File: config.mk
export PLATFORM = sky130hd
export DESIGN_NAME = swrm_ctrl
export DESIGN_NICKNAME = d
export VERILOG_FILES = /design/src/rtl/swrm_pkg.sv /design/src/rtl/swrm_ctrl.sv
export SDC_FILE = /design/constraint.sdc
export NUM_CORES = 1
export LEC_CHECK = 0
export BUFFER_PORTS_ARGS = -buffer_cell sky130_fd_sc_hd__buf_4
export CAP_MARGIN = 20
export CORE_MARGIN = 1
export CORE_UTILIZATION = 35
export DETAILED_ROUTE_END_ITERATION = 6
export SYNTH_ARGS = -nofsm -noshare
export SYNTH_HDL_FRONTEND = slang
export SYNTH_SLANG_ARGS = --single-unit
File: constraint.sdc
create_clock -name clk_i -period 2.15 [get_ports clk_i]
set_clock_uncertainty 0.2 [all_clocks]
set_input_delay 0.1075 -clock clk_i [delete_from_list [all_inputs] [get_ports clk_i]]
set_output_delay 0.1075 -clock clk_i [all_outputs]
set_load 0.02 [all_outputs]
File: src/rtl/swrm_pkg.sv
// ----------------------------------------------------------------------------
// swrm_pkg
// Types and constants shared by the sliding window rate meter.
// ----------------------------------------------------------------------------
`default_nettype none

package swrm_pkg;

  localparam int RING_DEPTH_DEF = 128;
  localparam logic [15:0] WINDOW_RESET = 16'd5000;
  localparam int MS_PER_SECOND = 1000;
  localparam int BYTE_SHIFT = 3;
  localparam logic [7:0] FPS_MAX = 8'd255;

  localparam int STAMP_W = 32;
  localparam int LEN_W = 24;
  localparam int BITS_W = LEN_W + BYTE_SHIFT;
  localparam int WIN_W = 16;
  localparam int TOTAL_W = 34;
  localparam int SPAN_W = STAMP_W + 1;
  localparam int DIVIDEND_W = TOTAL_W;
  localparam int DIVISOR_W = SPAN_W;
  localparam int DIV_CNT_W = $clog2(DIVIDEND_W);
  localparam int FPS_W = 8;
  localparam int FIW_W = 8;

  typedef struct packed {
    logic capture;
    logic drop;
    logic write;
    logic latch_span;
    logic div_start;
    logic div_sel_fps;
    logic cap_bits;
    logic cap_fps;
    logic load_out;
  } dp_cmd_t;

  typedef struct packed {
    logic empty;
    logic full;
    logic expired;
    logic div_done;
    logic out_free;
  } dp_status_t;

endpackage

`default_nettype wire

File: src/rtl/swrm_ctrl.sv
// ----------------------------------------------------------------------------
// swrm_ctrl
// Sequencer for record, prune, divide and result steps.
// ----------------------------------------------------------------------------
`default_nettype none

module swrm_ctrl
  import swrm_pkg::*;
(
  input  wire logic       clk_i,
  input  wire logic       rst_ni,
  input  wire logic       in_valid_i,
  input  wire logic       cmd_i,
  output logic            in_stall_o,
  input  wire dp_status_t status_i,
  output dp_cmd_t         cmd_o
);

  typedef enum logic [3:0] {
    ST_IDLE,
    ST_REC_CHK,
    ST_REC_DROP,
    ST_REC_WR,
    ST_PR_CHK,
    ST_PR_TEST,
    ST_DIV1_GO,
    ST_DIV1_WAIT,
    ST_DIV2_GO,
    ST_DIV2_WAIT,
    ST_OUT
  } state_e;

  state_e  state_q, state_d;
  logic    stall_q, stall_d;
  dp_cmd_t cmd;

  always_comb begin
    state_d = state_q;
    stall_d = stall_q;
    cmd     = '0;
    case (state_q)
      ST_IDLE: begin
        if (in_valid_i) begin
          cmd.capture = 1'b1;
          stall_d     = 1'b1;
          state_d     = cmd_i ? ST_PR_CHK : ST_REC_CHK;
        end
      end
      ST_REC_CHK: begin
        state_d = status_i.full ? ST_REC_DROP : ST_REC_WR;
      end
      ST_REC_DROP: begin
        cmd.drop = 1'b1;
        state_d  = ST_REC_WR;
      end
      ST_REC_WR: begin
        cmd.write = 1'b1;
        stall_d   = 1'b0;
        state_d   = ST_IDLE;
      end
      ST_PR_CHK: begin
        state_d = status_i.empty ? ST_OUT : ST_PR_TEST;
      end
      ST_PR_TEST: begin
        if (status_i.expired) begin
          cmd.drop = 1'b1;
          state_d  = ST_PR_CHK;
        end else begin
          cmd.latch_span = 1'b1;
          state_d        = ST_DIV1_GO;
        end
      end
      ST_DIV1_GO: begin
        cmd.div_start = 1'b1;
        state_d       = ST_DIV1_WAIT;
      end
      ST_DIV1_WAIT: begin
        if (status_i.div_done) begin
          cmd.cap_bits = 1'b1;
          state_d      = ST_DIV2_GO;
        end
      end
      ST_DIV2_GO: begin
        cmd.div_start   = 1'b1;
        cmd.div_sel_fps = 1'b1;
        state_d         = ST_DIV2_WAIT;
      end
      ST_DIV2_WAIT: begin
        if (status_i.div_done) begin
          cmd.cap_fps = 1'b1;
          state_d     = ST_OUT;
        end
      end
      ST_OUT: begin
        if (status_i.out_free) begin
          cmd.load_out = 1'b1;
          stall_d      = 1'b0;
          state_d      = ST_IDLE;
        end
      end
      default: begin
        stall_d = 1'b0;
        state_d = ST_IDLE;
      end
    endcase
  end

  always_ff @(posedge clk_i or negedge rst_ni) begin
    if (!rst_ni) begin
      state_q <= ST_IDLE;
      stall_q <= 1'b0;
    end else begin
      state_q <= state_d;
      stall_q <= stall_d;
    end
  end

  assign in_stall_o = stall_q;
  assign cmd_o      = cmd;

endmodule

`default_nettype wire

==> metrics <==
outcome=finished clean; Highest Clock Rate=approximately 520 MHz; CTS Buf Count=3; root cell of the clock tree=sky130_fd_sc_hd__clkbuf_4; Sequential Area=approximately 130 µm²; horizontal die dimension=~41 µm; syn nets=76; sequential element share of the synthesized area=24.0%; area taken by multi-input logic gates=approximately 360 µm²; port buffer count=18; CTS H-tree lvls=1; die area=0.00165 mm²; Pre-Repair DR Iteration Count=4; Final Total Pwr=880 µW; relative max-transition margin=69.2%; residual antenna-violating net count after detailed routing=0; Min-Delay Path Class=primary input to register; number of nets at the end of the flow=99; max-capacitance violation count=0; per-cell via count in the routed design=5.70; ratio of cells with drive above 1 in the final layout=between 30% and 40%; critical path data required time=between 2 and 2.5 ns; CP Capture Type=register; TritonCTS clock tree=done; number of DRC violations after detailed-routing iteration 0=18; RSZ-0062 raised after global routing=no; largest buffer count on any clock path=2; remaining global-route overflow=0; pin count of the biggest net entering global routing=18; number of flip-flops and latches in the synthesized netlist=5; largest fanout on the critical path=8; post-layout instance area=approximately 720 µm²; initial antenna violation count=0; Worst Hold Depth=3; commonest non-fill, non-tap cell in the layout=sky130_fd_sc_hd__buf_4; Placed Instance Area=between 600 and 700 µm²; YS warnings=0; Row Count=13; clock sink count=5; DRC=0; gp weighted congestion=~0.76; startpoint types=register; cell type with the largest total area after synthesis=sky130_fd_sc_hd__dfrtp_1; Die Y=around 41 µm; minimum period implied by the final worst setup slack=roughly 1.9 ns; largest cells by area after synthesis=sky130_fd_sc_hd__dfrtp_1 (24%), sky130_fd_sc_hd__nand2b_1 (7.2%), sky130_fd_sc_hd__nor2_1 (5.0%); number of slew-limit violations in the final report=0; Synth Cell Area=roughly 520 µm²; total global-route track usage=19.4%; count of vias placed by the detailed router=593; Mapped Cells=67; initial core utilization=around 39%; Clk Latency, worst-skew pair=around 0.24 ns; count of endpoints failing setup in the final report=0; synthesis-to-finish area growth=38.0%; arrival time of data at the critical path endpoint=~1.8 ns; drt total wl=between 1000 and 1500 µm; area of the core=~0.0014 mm²; Total Negative Setup Slacks=0 ns; number of distinct library cells after synthesis=30; filler instances=~140; dpl hpwl=~1000 µm; worst setup path category=register to register; count of inserted antenna diode cells=0; via count of the first global-routing pass=506; fraction of the cycle the final worst path needs=approximately 90%; top cell type's share of synthesized area=between 20% and 30%; number of hold violations in the final report=0; maximum vdd ir drop=627 µV; Power per Cell Area=roughly 1200 mW/mm²; routed length per placed instance=~13 µm; commonest cells after routing, fill and taps aside=sky130_fd_sc_hd__buf_4 (21), sky130_fd_sc_hd__nor2_1 (7), sky130_fd_sc_hd__nand2b_1 (6), sky130_fd_sc_hd__dfrtp_1 (5); syn_area_per_cell=7.77 µm²; clock slew at the register clock pins of the worst setup and hold paths=around 0.040 ns; first-pass GRT wire length=between 2000 and 2500 µm; top-level port count=19; static leakage power=about 0.00034 µW; transition time at the pin with the least slew margin=0.461 ns; FF-to-FF path depth=4
[metrics by stage]
| stage | worst slack, ns | hold WS, ns | util [%] | std cells |
|---|---|---|---|---|
| 2_1_floorplan | 0.277 | -0.388 | - | 67 |
| 3_5_place_dp | 0.242 | -0.287 | 49.0 | 97 |
| 5_1_grt | 0.178 | 0.0647 | 53.2 | 104 |
| 4_1_cts | 0.239 | 0.0137 | 53.2 | 104 |
| 6_report | 0.235 | 0.0146 | 53.2 | 104 |
| 3_3_place_gp | 0.295 | -0.288 | 49.0 | 97 |
[worst max-delay path, cell delays in order, from the launching register on]
cell	delay, ns
sky130_fd_sc_hd__dfrtp_1	0.45
sky130_fd_sc_hd__or3_4	0.39
sky130_fd_sc_hd__a211oi_2	0.25
sky130_fd_sc_hd__o21bai_2	0.17
sky130_fd_sc_hd__mux2_1	0.33
[power breakdown]
part / leakage [µW] / internal [µW] / total (µW) / switching (µW)
combinational: 0.000259 / 267 / 575 / 308
sequential: 0.0000620 / 133 / 198 / 65.3
clock: 0.0000150 / 70.0 / 107 / 36.9
[final timing paths]
path,startpoint,endpoint,slack (ns)
max,state_q[3],state_q[1],0.23
min,in_valid_i,in_stall_o,0.01
max reg2reg,state_q[3],state_q[1],0.23
min reg2reg,in_stall_o,in_stall_o,0.35
max in group asynchronous,rst_ni,state_q[3],0.98
min in group asynchronous,rst_ni,state_q[0],0.58
[final cells by class]
cell class                      instances  area share, %
Multi-Input combinational cell         55           49.7
Inverter                                1          0.523
Sequential cell                         5           17.4
Clock buffer                            4           3.66
Timing Repair Buffer                   24           26.1
Tap cell                               15           2.61
[Yosys cell counts]
cell	count
sky130_fd_sc_hd__nor2b_1	4
sky130_fd_sc_hd__and3_1	3
sky130_fd_sc_hd__a211o_1	1
sky130_fd_sc_hd__nand2b_1	6
sky130_fd_sc_hd__dfrtp_1	5
sky130_fd_sc_hd__o21bai_2	1
sky130_fd_sc_hd__o22ai_1	1
sky130_fd_sc_hd__a2bb2oi_1	1
sky130_fd_sc_hd__a211oi_2	1
sky130_fd_sc_hd__o21ai_0	2
sky130_fd_sc_hd__and2_1	1
sky130_fd_sc_hd__clkbuf_1	1
sky130_fd_sc_hd__mux2i_1	1
sky130_fd_sc_hd__buf_6	1
sky130_fd_sc_hd__a22oi_1	1
sky130_fd_sc_hd__o32ai_1	1
sky130_fd_sc_hd__inv_1	1
sky130_fd_sc_hd__mux2_1	2
sky130_fd_sc_hd__buf_2	4
sky130_fd_sc_hd__nor2_1	7
sky130_fd_sc_hd__a21oi_1	4
sky130_fd_sc_hd__o31ai_1	3
sky130_fd_sc_hd__nor4b_1	1
sky130_fd_sc_hd__nand4_1	1
sky130_fd_sc_hd__nand2_1	3
sky130_fd_sc_hd__or3_4	1
sky130_fd_sc_hd__a31oi_1	2
sky130_fd_sc_hd__and3b_1	1
sky130_fd_sc_hd__nor3_1	4
sky130_fd_sc_hd__nand3b_1	2
[per-layer routing]
metal | GRT usage (%) | vias up | wire length [µm]
met5 | 0 | - | 0
met4 | 2.50 | 0 | 0
met3 | 6.67 | 0 | 94
met2 | 32.5 | 26 | 670
met1 | 24.3 | 277 | 562
li1 | - | 290 | -
[kinds of logic (layout without fill, tap and decap cells)]
group	count (synthesis)	in the layout	synth area share, %
muxes	3	3	6.25
DFF	5	5	24.0
buffers and inverters	7	29	7.45
AOI/OAI and AO/OA	18	18	24.8
and+or+nand+nor	34	34	37.5
[registers in the layout (all words and copies together), names as in the netlist]
register / count
in_stall_o: 1
state_q: 4
[timing repair]
item / 4_1_cts / 5_1_grt
hold buffers: 3 / 0
buffers inserted: 0 / 0
resized for setup: 0 / 0
endpoints found under the hold margin: 6 / 0
Power figures use the tool's default switching activity.
